`config.mk`:
```
export PLATFORM = sky130hd
export DESIGN_NAME = mlgt_cell
export DESIGN_NICKNAME = d
export VERILOG_FILES = /design/src/rtl/mlgt_pkg.sv /design/src/rtl/mlgt_cell.sv
export SDC_FILE = /design/constraint.sdc
export NUM_CORES = 1
export LEC_CHECK = 0
export BUFFER_PORTS_ARGS = -buffer_cell sky130_fd_sc_hd__buf_2
export CORE_AREA = 2 2 136 138
export DETAILED_ROUTE_END_ITERATION = 16
export DIE_AREA = 0 0 138 140
export PLACE_DENSITY_LB_ADDON = 0.1
export SYNTH_ARGS = -nofsm -noshare
export SYNTH_HDL_FRONTEND = slang
export SYNTH_SLANG_ARGS = --single-unit
```
`constraint.sdc`:
```
create_clock -name clk -period 1.39 [get_ports clk]
set_input_delay 0.278 -clock clk [delete_from_list [all_inputs] [get_ports clk]]
set_output_delay 0.278 -clock clk [all_outputs]
set_load 0.01 [all_outputs]
```
`src/rtl/mlgt_pkg.sv`:
```
// Shared types, codes and helper functions of the multicast listener table.
// No dependencies.
package mlgt_pkg;

  localparam int ENTRIES  = 16;
  localparam int IF_COUNT = 4;
  localparam int RETRIES  = 8;
  localparam int IDX_W    = $clog2(ENTRIES + 1);
  localparam int RTY_W    = $clog2(RETRIES + 1);
  localparam int CFG_IDX_W = 1;

  // operation codes
  localparam logic [2:0] FN_JOIN   = 3'd0;
  localparam logic [2:0] FN_LEAVE  = 3'd1;
  localparam logic [2:0] FN_FIND   = 3'd2;
  localparam logic [2:0] FN_QUERY  = 3'd3;
  localparam logic [2:0] FN_REPORT = 3'd4;
  localparam logic [2:0] FN_TICK   = 3'd5;
  localparam logic [2:0] FN_CLEAR  = 3'd6;
  localparam logic [2:0] FN_UNDEF  = 3'd7;

  // status codes
  localparam logic [1:0] RS_OK   = 2'd0;
  localparam logic [1:0] RS_ERR  = 2'd1;
  localparam logic [1:0] RS_BUSY = 2'd2;

  // listener states
  localparam logic [1:0] LS_NON   = 2'd0;
  localparam logic [1:0] LS_DELAY = 2'd1;
  localparam logic [1:0] LS_IDLE  = 2'd2;

  // register indexes
  localparam logic [CFG_IDX_W-1:0] CFG_URI  = 1'b0;
  localparam logic [CFG_IDX_W-1:0] CFG_DONE = 1'b1;

  localparam logic [31:0] URI_RESET    = 32'd10000;
  localparam logic [31:0] XS_ZERO_SEED = 32'h9E3779B9;
  localparam logic [IDX_W-1:0] IDX_NONE = IDX_W'(ENTRIES);
  localparam logic [IDX_W-1:0] IDX_LAST = IDX_W'(ENTRIES - 1);

  typedef struct packed {
    logic        used;
    logic [63:0] hi;
    logic [63:0] lo;
    logic [7:0]  nif;
    logic [1:0]  st;
    logic        flag;
    logic [31:0] dl;
  } entry_t;

  typedef struct packed {
    logic [1:0]       status;
    logic [IDX_W-1:0] index;
    logic [63:0]      ghigh;
    logic [63:0]      glow;
    logic [31:0]      dl;
    logic [1:0]       st;
    logic [7:0]       nif;
    logic             last;
    logic             report_now;
    logic             done_now;
    logic [IDX_W-1:0] expired;
  } res_t;

  typedef struct packed {
    logic        load;
    logic [31:0] seed;
    logic        start;
    logic [31:0] bound;
  } drw_req_t;

  typedef struct packed {
    logic        done;
    logic [31:0] value;
  } drw_rsp_t;

  // scope above interface-local and not the all-nodes group
  function automatic logic reportable(input logic [63:0] hi, input logic [63:0] lo);
    return (hi[51:48] > 4'd1) && !(hi == 64'hFF02000000000000 && lo == 64'd1);
  endfunction

  function automatic logic is_due(input logic [31:0] now, input logic [31:0] dl);
    logic [31:0] diff;
    diff = now - dl;
    return !diff[31];
  endfunction

  function automatic logic [31:0] remaining(input logic [31:0] now, input logic [31:0] dl);
    return is_due(now, dl) ? 32'd0 : (dl - now);
  endfunction

  function automatic logic [31:0] xs32(input logic [31:0] x);
    logic [31:0] v;
    v = (x == 32'd0) ? XS_ZERO_SEED : x;
    v = v ^ (v << 13);
    v = v ^ (v >> 17);
    v = v ^ (v << 5);
    return v;
  endfunction

  function automatic logic [31:0] smear(input logic [31:0] b);
    logic [31:0] m;
    m = b;
    m = m | (m >> 1);
    m = m | (m >> 2);
    m = m | (m >> 4);
    m = m | (m >> 8);
    m = m | (m >> 16);
    return m;
  endfunction

  function automatic res_t show(input res_t r, input entry_t e, input logic [IDX_W-1:0] idx);
    res_t o;
    o       = r;
    o.index = idx;
    o.ghigh = e.hi;
    o.glow  = e.lo;
    o.dl    = e.dl;
    o.st    = e.st;
    o.nif   = e.nif;
    o.last  = e.flag;
    return o;
  endfunction

endpackage

```
`src/rtl/mlgt_cell.sv`:
```
// One table entry of the rotating chain; takes its neighbor's entry on shift.
// Depends on mlgt_pkg.
module mlgt_cell (
  input  logic             clk,
  input  logic             rst,
  input  logic             shift,
  input  logic             clr,
  input  mlgt_pkg::entry_t d,
  output mlgt_pkg::entry_t q
);

  mlgt_pkg::entry_t ent;

  // entry register: clear wins over shift
  always_ff @(posedge clk) begin
    if (rst || clr) begin
      ent <= '0;
    end else if (shift) begin
      ent <= d;
    end
  end

  assign q = ent;

endmodule

```
==> run_results.csv <==
group,metric,value,unit
status,status,"completed",
cts,cts.sinks,172,
detailed_routing,via_count,5052,
run,maxCapViolCount,0,
power,internal-power,8.86,mW
cts,cts_hold_buffers,0,
placement,io_buffers,347,
cts,cts_root_buffer,"clkbuf_16",
global_route,grt_antenna_before_repair,0,
worst_hold_path,hp-class,"input port to register",
detailed_routing,vias_per_cell,4.43,
yosys,ys_types,8,
yosys,synth_top_cell_area_share,56.6,%
worst_setup_path,critPathMaxStageDelay,0.35,ns
placement,dp_hpwl,12600,um
worst_setup_path,path_max_fanout,2,
timing,fmax,841,MHz
die,std_cell_rows,49,
cts,cts_made_buffers,17,
detailed_routing,drt_pass1_iterations,4,
timing,finalCritPeriodShare,85.6,%
die,die_y,140,um
timing,fin_skew,0,ns
die,coreArea,0.0178,mm2
power,p_sw,2.55,mW
worst_setup_path,cp_top_family,"flip-flops",
final_layout,layout-area-overhead-vs-synth,43.7,%
final_layout,drive_gt1_share,43.2,%
detailed_routing,drtIter0Drc,143,
detailed_routing,ant_nets,0,
detailed_routing,wl_per_cell,14.6,um
timing,finalSetupViolCount,0,
detailed_routing,routed_wl,16700,um
global_route,grt_pass1_vias,5120,
yosys,syn_nets,731,
final_layout,post-route-util,49.2,%
worst_setup_path,worstPathCellList,"buf_2",
cts,cts_tree,"done",
global_route,grt_usage,17.0,%
detailed_routing,route.met3.wl,1530,um
detailed_routing,met2_length,7990,um
cts,clk_pin_slew_worst_paths,0.07,ns
timing,tightest_slew,0.393,ns
timing,slew_headroom,73.8,%
worst_setup_path,critical_path_class,"register to output port",
yosys,ys_ff_latch,172,
placement,globalplace.congestion,0.787,
detailed_routing,wl_met1,6760,um
cts,clock_latency,0.42,ns
yosys,syn_area,0.00608,mm2
die,die_w,138,um
timing,grt_setup_unrepaired,"no",
power,power.density,1310,mW/mm2
global_route,grt_max_degree,88,
worst_setup_path,critPathArrivalTime,0.91,ns
detailed_routing,top_layer_used,"met4",
die,fp.dieArea,0.0193,mm2
yosys,yosys-top-cells-area,"dfxtp_1 (57%), mux2i_1 (28%), nor2_1 (11%), buf_6 (1.9%), buf_4 (1.1%)",
timing,hold_viol,0,
timing,slew_viol_final,0,
worst_setup_path,slowest_stage,"dfxtp_1",
timing,fin_tns_setup,0,ns
power,clockPowerShare,44.5,%
power,p_leak,4.69,nW
power,switching_share,22.3,%
power,vdd_ir_drop_max,0.000820,V
worst_setup_path,worstPathRequired,1.11,ns
yosys,syn_inst,555,
cts,post_cts_buffers,0,
yosys,yosysWarningCount,0,
die,initial_core_util,34.2,%
global_route,grt_pass1_wl,26300,um
final_layout,antenna_cells,0,
cts,cts_resized,0,
detailed_routing,drcViolationCount,0,
worst_setup_path,end_kind,"output port",
yosys,yosysSeqAreaShare,56.6,%
final_layout,final_nets,1077,
die,io_pins,348,
final_layout,largest_reg_flops,172,
yosys,synth.avg_cell_area,11.0,um2
timing,min_period,1.19,ns
cts,htree_num_levels,4,
worst_setup_path,cp-start-kind,"register",
yosys,yosys.area.top_type,"dfxtp_1",
worst_setup_path,path_buf_inv,1,
cts,ctsLongestPathBuffers,2,
power,power_frac_comb,10.2,%
global_route,gr-total-overflow,0,
power,p_seq_share,45.3,%
-- metal layers --
| metal | global-route usage [%] | vias up |
|---|---|---|
| met5 | 0 | - |
| met4 | 7.20 | 0 |
| met2 | 28.8 | 224 |
| met3 | 6.53 | 28 |
| met1 | 19.1 | 2280 |
| li1 | - | 2520 |
-- cell type report --
type,instances,area (um2)
multi-input combinational,345,2380
tap,229,287
clock inverter,11,195
clock buffer,19,433
timing repair buffer,365,2010
sequential,172,3440
fill,1722,9040
-- stage by stage --
step	std cells	area (um2)	setup WS (ns)	total power [mW]	hold WS [ns]
4_1_cts	1141	8740	0.165	11.6	0.0699
2_1_floorplan	555	6080	0.330	5.91	0.425
6_report	1141	8740	0.201	11.4	0.0901
5_1_grt	1141	8740	0.151	11.9	0.0860
3_3_place_gp	1111	8110	0.197	6.42	0.467
3_5_place_dp	1111	8110	0.152	6.45	0.476
-- power by group through the flow --
stage	sequential (mW)	clock (mW)	combinational (mW)
after floorplan	5.36	0	0.553
after global placement	5.27	0	1.15
after detailed placement	5.28	0	1.17
after CTS	5.17	5.24	1.18
after global routing	5.19	5.42	1.27
final	5.17	5.08	1.16
-- synthesized netlist by cell type --
| master | count |
|---|---|
| buf_4 | 9 |
| clkbuf_1 | 9 |
| buf_6 | 10 |
| or2_1 | 1 |
| nor2_1 | 172 |
| dfxtp_1 | 172 |
| mux2i_1 | 172 |
| buf_2 | 10 |
-- kinds of logic after synthesis --
group,Yosys count,synth area share (%)
mux,172,28.3
flops,172,56.6
buf+inv,38,4.34
simple gates,173,10.7
-- final timing paths --
kind / startpoint / to / slack, ns / depth (start not counted)
max reg2reg: q[43] / q[43] / 0.74 / 2
max: q[61] / q[61] / 0.20 / 1
min: d[34] / q[34] / 0.09 / 3
min reg2reg: q[167] / q[167] / 0.49 / 2
-- cells in the final DEF, fill, tap and decap left out --
| cell type | Yosys | routed |
|---|---|---|
| nor2_1 | 172 | 172 |
| buf_12 | 0 | 10 |
| clkbuf_8 | 0 | 1 |
| clkbuf_1 | 9 | 2 |
| clkinv_2 | 0 | 2 |
| bufinv_16 | 0 | 5 |
| buf_4 | 9 | 8 |
| mux2i_1 | 172 | 172 |
| clkinv_4 | 0 | 4 |
| clkbuf_16 | 0 | 17 |
| dfxtp_1 | 172 | 172 |
| buf_2 | 10 | 346 |
| or2_4 | 0 | 1 |
No activity file was read; power rests on OpenSTA's default activity.
