File: src/rtl/mlgt_pkg.sv
// Shared types, codes and helper functions of the multicast listener table.
// No dependencies.
package mlgt_pkg;

  localparam int ENTRIES  = 16;
  localparam int IF_COUNT = 4;
  localparam int RETRIES  = 8;
  localparam int IDX_W    = $clog2(ENTRIES + 1);
  localparam int RTY_W    = $clog2(RETRIES + 1);
  localparam int CFG_IDX_W = 1;

  // operation codes
  localparam logic [2:0] FN_JOIN   = 3'd0;
  localparam logic [2:0] FN_LEAVE  = 3'd1;
  localparam logic [2:0] FN_FIND   = 3'd2;
  localparam logic [2:0] FN_QUERY  = 3'd3;
  localparam logic [2:0] FN_REPORT = 3'd4;
  localparam logic [2:0] FN_TICK   = 3'd5;
  localparam logic [2:0] FN_CLEAR  = 3'd6;
  localparam logic [2:0] FN_UNDEF  = 3'd7;

  // status codes
  localparam logic [1:0] RS_OK   = 2'd0;
  localparam logic [1:0] RS_ERR  = 2'd1;
  localparam logic [1:0] RS_BUSY = 2'd2;

  // listener states
  localparam logic [1:0] LS_NON   = 2'd0;
  localparam logic [1:0] LS_DELAY = 2'd1;
  localparam logic [1:0] LS_IDLE  = 2'd2;

  // register indexes
  localparam logic [CFG_IDX_W-1:0] CFG_URI  = 1'b0;
  localparam logic [CFG_IDX_W-1:0] CFG_DONE = 1'b1;

  localparam logic [31:0] URI_RESET    = 32'd10000;
  localparam logic [31:0] XS_ZERO_SEED = 32'h9E3779B9;
  localparam logic [IDX_W-1:0] IDX_NONE = IDX_W'(ENTRIES);
  localparam logic [IDX_W-1:0] IDX_LAST = IDX_W'(ENTRIES - 1);

  typedef struct packed {
    logic        used;
    logic [63:0] hi;
    logic [63:0] lo;
    logic [7:0]  nif;
    logic [1:0]  st;
    logic        flag;
    logic [31:0] dl;
  } entry_t;

  typedef struct packed {
    logic [1:0]       status;
    logic [IDX_W-1:0] index;
    logic [63:0]      ghigh;
    logic [63:0]      glow;
    logic [31:0]      dl;
    logic [1:0]       st;
    logic [7:0]       nif;
    logic             last;
    logic             report_now;
    logic             done_now;
    logic [IDX_W-1:0] expired;
  } res_t;

  typedef struct packed {
    logic        load;
    logic [31:0] seed;
    logic        start;
    logic [31:0] bound;
  } drw_req_t;

  typedef struct packed {
    logic        done;
    logic [31:0] value;
  } drw_rsp_t;

  // scope above interface-local and not the all-nodes group
  function automatic logic reportable(input logic [63:0] hi, input logic [63:0] lo);
    return (hi[51:48] > 4'd1) && !(hi == 64'hFF02000000000000 && lo == 64'd1);
  endfunction

  function automatic logic is_due(input logic [31:0] now, input logic [31:0] dl);
    logic [31:0] diff;
    diff = now - dl;
    return !diff[31];
  endfunction

  function automatic logic [31:0] remaining(input logic [31:0] now, input logic [31:0] dl);
    return is_due(now, dl) ? 32'd0 : (dl - now);
  endfunction

  function automatic logic [31:0] xs32(input logic [31:0] x);
    logic [31:0] v;
    v = (x == 32'd0) ? XS_ZERO_SEED : x;
    v = v ^ (v << 13);
    v = v ^ (v >> 17);
    v = v ^ (v << 5);
    return v;
  endfunction

  function automatic logic [31:0] smear(input logic [31:0] b);
    logic [31:0] m;
    m = b;
    m = m | (m >> 1);
    m = m | (m >> 2);
    m = m | (m >> 4);
    m = m | (m >> 8);
    m = m | (m >> 16);
    return m;
  endfunction

  function automatic res_t show(input res_t r, input entry_t e, input logic [IDX_W-1:0] idx);
    res_t o;
    o       = r;
    o.index = idx;
    o.ghigh = e.hi;
    o.glow  = e.lo;
    o.dl    = e.dl;
    o.st    = e.st;
    o.nif   = e.nif;
    o.last  = e.flag;
    return o;
  endfunction

endpackage

File: src/rtl/mlgt_draw.sv
// Random delay draw: one xorshift32 step per cycle while busy, masked retries, fallback mask.
// Depends on mlgt_pkg.
module mlgt_draw (
  input  logic               clk,
  input  logic               rst,
  input  mlgt_pkg::drw_req_t req,
  output mlgt_pkg::drw_rsp_t rsp
);

  logic [31:0]                 word;
  logic [31:0]                 bound;
  logic                        busy;
  logic [mlgt_pkg::RTY_W-1:0]  k;
  logic                        done;
  logic [31:0]                 value;
  logic [31:0]                 mask;
  logic [31:0]                 word_next;
  logic [31:0]                 cand;
  logic                        hit;
  logic                        last_try;

  // one candidate per cycle
  always_comb begin
    mask      = mlgt_pkg::smear(bound);
    word_next = mlgt_pkg::xs32(word);
    cand      = word_next & mask;
    hit       = cand <= bound;
    last_try  = k == mlgt_pkg::RTY_W'(mlgt_pkg::RETRIES - 1);
  end

  always_ff @(posedge clk) begin
    if (rst) begin
      busy <= 1'b0;
      done <= 1'b0;
    end else begin
      done <= 1'b0;
      if (req.load) begin
        word <= req.seed;
      end
      if (req.start) begin
        bound <= req.bound;
        k     <= '0;
        busy  <= 1'b1;
      end else if (busy) begin
        word <= word_next;
        if (hit || last_try) begin
          busy  <= 1'b0;
          done  <= 1'b1;
          value <= hit ? cand : (word_next & (mask >> 1));
        end else begin
          k <= k + 1'b1;
        end
      end
    end
  end

  assign rsp.done  = done;
  assign rsp.value = value;

endmodule

File: config.mk
export PLATFORM = sky130hd
export DESIGN_NAME = mlgt_draw
export DESIGN_NICKNAME = d
export VERILOG_FILES = /design/src/rtl/mlgt_pkg.sv /design/src/rtl/mlgt_draw.sv
export SDC_FILE = /design/constraint.sdc
export NUM_CORES = 1
export LEC_CHECK = 0
export BUFFER_PORTS_ARGS = -buffer_cell sky130_fd_sc_hd__buf_2
export CAP_MARGIN = 20
export CELL_PAD_IN_SITES_DETAIL_PLACEMENT = 0
export CELL_PAD_IN_SITES_GLOBAL_PLACEMENT = 1
export CORE_AREA = 2 2 160 162
export CTS_BUF_LIST = sky130_fd_sc_hd__clkbuf_8
export DETAILED_ROUTE_END_ITERATION = 16
export DIE_AREA = 0 0 162 164
export PLACE_DENSITY_LB_ADDON = 0.1
export SKIP_CTS_REPAIR_TIMING = 1
export SYNTH_ARGS = -nofsm -noshare
export SYNTH_HDL_FRONTEND = slang
export SYNTH_SLANG_ARGS = --single-unit
export TNS_END_PERCENT = 100
File: constraint.sdc
create_clock -name clk -period 7.65 [get_ports clk]
set_input_delay 1.53 -clock clk [delete_from_list [all_inputs] [get_ports clk]]
set_output_delay 1.53 -clock clk [all_outputs]
set_load 0.05 [all_outputs]
==> reports/qor.txt <==
Global placer's final weighted congestion = 0.816
Final worst setup slack = 1.81 ns
Critical Path AT = 5.88 ns
Max Buffers Root-to-Sink = 2
Non-filler cells in the finished layout = 987
Post-Place Cell Area = 6990 um^2
Root Buffer Master = sky130_fd_sc_hd__clkbuf_8
Final instance area = 7210 um^2
Minimum setup slack among reg-to-reg paths = 1.81 ns
Effective utilization at floorplan = 24.6%
Number of enable-type register cells in the synthesized netlist = 100
Vias after detailed routing = 4594
Total negative slack for setup checks = 0 ns
Area inside the core boundary = 24800 um^2
Fraction of layout instances using a drive strength above 1 = 20.7%
Final worst-path cycle share = 76.3%
Drt via density = 4.65
First DRT Iteration DRCs = 236
Endpoint of the most critical register-to-register path = value[0]
Clk sinks = 102
Most instantiated cells after synthesis = sky130_fd_sc_hd__edfxtp_1, sky130_fd_sc_hd__inv_1, sky130_fd_sc_hd__xnor2_1
Post-route DRC violation count = 0
Category of the worst setup path capture point = register
Vert. Die Dim = 164 um
Top area cells in the synthesized netlist = sky130_fd_sc_hd__edfxtp_1, sky130_fd_sc_hd__ha_1, sky130_fd_sc_hd__xnor2_1
CP Launch Type = register
Total leakage power = 2.84 nW
Worst setup slack before clock tree synthesis = 1.86 ns
I/O Pins = 101
Source of the worst register-to-register timing path = bound[31]
Yosys cell types = 49
Drt first pass iters = 4
Library cell with the largest summed area after synthesis = sky130_fd_sc_hd__edfxtp_1
Post-detailed-route wirelength per cell = 20.2 um
Maximum clock frequency = 171 MHz
Prevailing post-synth register cell = sky130_fd_sc_hd__edfxtp_1
Congestion Overflow GR = 0
Overall Global Routing Usage = 15.3%
Number of buffers created by CTS = 9
Die width = 162 um
Post-CTS clock slew at the launch and capture registers of the worst setup and hold paths = 0.12 ns
Most frequent cell after synthesis = sky130_fd_sc_hd__edfxtp_1
Status = completed
Utilization after layout = 29.1%
Transition time at the pin with the least slew margin = 0.933 ns
Clock skew = 0.0179 ns
CP required = 7.69 ns
Overall die area = 26600 um^2
Portion of synthesized cell area occupied by the leading cell type = 49.2%
Placement Rows = 58
# H-tree levels = 3
Maxcap violations = 0
Total power consumption of the routed design = 2.00 mW
Synth Register Bits = 102
Fin crit period = 5.84 ns
Count of antenna diodes in the layout = 0
Count of final setup violators = 0
Slew headroom = 37.8%
Setup crit start = bound[31]
Sequential share of the synthesized area = 49.8%
Synthesized area divided by synthesized cell count = 10.9 um^2
Worst-path fanout max = 32
HP Class = register to register
Largest net degree at the start of global routing = 36
Worst r2r path cells = 14
Layout overhead on the synthesized area = 18.2%
Antenna violations before repair = 0
Post-synth net total = 659
Cells after Synth = 559
Worst IR Drop VDD = 0.0881 mV
Final Hold Vio Count = 0
Final ANT Viol Nets = 0
Total power per unit cell area = 277 nW/um^2
Asr flop ratio synth = 0%
Mapped Area = 6100 um^2
Number of global-route vias before repair = 4754
Final wirelength = 19900 um
Worst setup path endpoint = value[0]
Wire length of the first global-routing pass = 29800 um
Nets@finish = 752
Count of input and output buffers = 100
Fin. max-slew vios = 0
Unrepaired setup endpoints after global routing = no
Clock latency on the worst-skew pair = 0.40 ns
Half-perimeter wire length after placement = 15300 um
Post-Route Hold Slack = 0.570 ns
Number of warning messages in the yosys log = 0
Clock tree from TritonCTS = built
Post-placement cell count = 970
Worst setup path class = register to register
==> power breakdown <==
part | internal, mW | leakage [nW] | switching [mW]
Sequential | 0.704 | 0.961 | 0.0513
Clock | 0.157 | 0.107 | 0.218
Combinational | 0.308 | 1.77 | 0.559
==> cell families (layout without fill, tap and decap cells) <==
| kind of cell | count (synthesis) | in the layout | synth area share [%] |
|---|---|---|---|
| buffers and inverters | 66 | 164 | 4.18 |
| and+or+nand+nor | 143 | 143 | 12.5 |
| AOI/OAI and AO/OA | 128 | 128 | 13.9 |
| xor gates and xnor gates | 69 | 69 | 9.90 |
| adders and majority gates | 32 | 32 | 6.56 |
| muxes | 19 | 19 | 3.12 |
| DFF | 102 | 102 | 49.8 |
==> area by class of cell <==
| type | instances | area (um^2) |
|---|---|---|
| multi-input cells | 391 | 2840 |
| inverters | 42 | 158 |
| clock inverters | 7 | 77.6 |
| clock buffers | 9 | 124 |
| flip-flops and latches | 102 | 3040 |
| well taps | 330 | 413 |
| repair buffers | 106 | 558 |
| fillers | 2662 | 17600 |
==> worst min-delay path by stage <==
stage,start,to,slack (ns),cells after the start
6_report,busy,busy,0.57,1
2_1_floorplan,busy,busy,0.50,1
3_3_place_gp,busy,busy,0.55,1
4_1_cts,busy,busy,0.57,1
5_1_grt,busy,busy,0.60,1
3_5_place_dp,busy,busy,0.55,1
==> state kept, by name, indices dropped and copies added (netlist names) <==
register	flops
word	32
busy	1
value	32
k	4
done	1
bound	32
==> critical path, stage by stage, from the launching register on <==
cell,delay (ns)
sky130_fd_sc_hd__edfxtp_1,0.46
sky130_fd_sc_hd__nor3_1,0.72
sky130_fd_sc_hd__nand3_1,0.26
sky130_fd_sc_hd__nor2_1,0.45
sky130_fd_sc_hd__nand2_1,0.19
sky130_fd_sc_hd__nor2_1,0.19
sky130_fd_sc_hd__nor2_1,0.07
sky130_fd_sc_hd__ha_1,0.30
sky130_fd_sc_hd__nand4_1,0.21
sky130_fd_sc_hd__nor4_1,0.69
sky130_fd_sc_hd__a22o_1,0.67
sky130_fd_sc_hd__a31oi_2,0.30
sky130_fd_sc_hd__buf_4,0.31
sky130_fd_sc_hd__a211oi_4,0.19
sky130_fd_sc_hd__buf_4,0.41
==> layout by cell type (no fill, tap or decap), drive strengths merged, types with 15 or more instances in the layout <==
cell type and instances:
xnor2 38, xor2 31, nor2 31, buf 106
nand2 36, a21boi 22, inv 48, edfxtp 100
mux2i 19, ha 32, o21ai 27, nor4 15
a21oi 24
==> routing by layer <==
layer  GRT usage (%)  vias up  wire length, um
li1                -     2241                -
met1            21.3     2231             9680
met2            24.8      110             9220
met3            2.73       12              874
met4            3.54        0              170
met5               0        -                0
(Power assumes the default switching activity.)
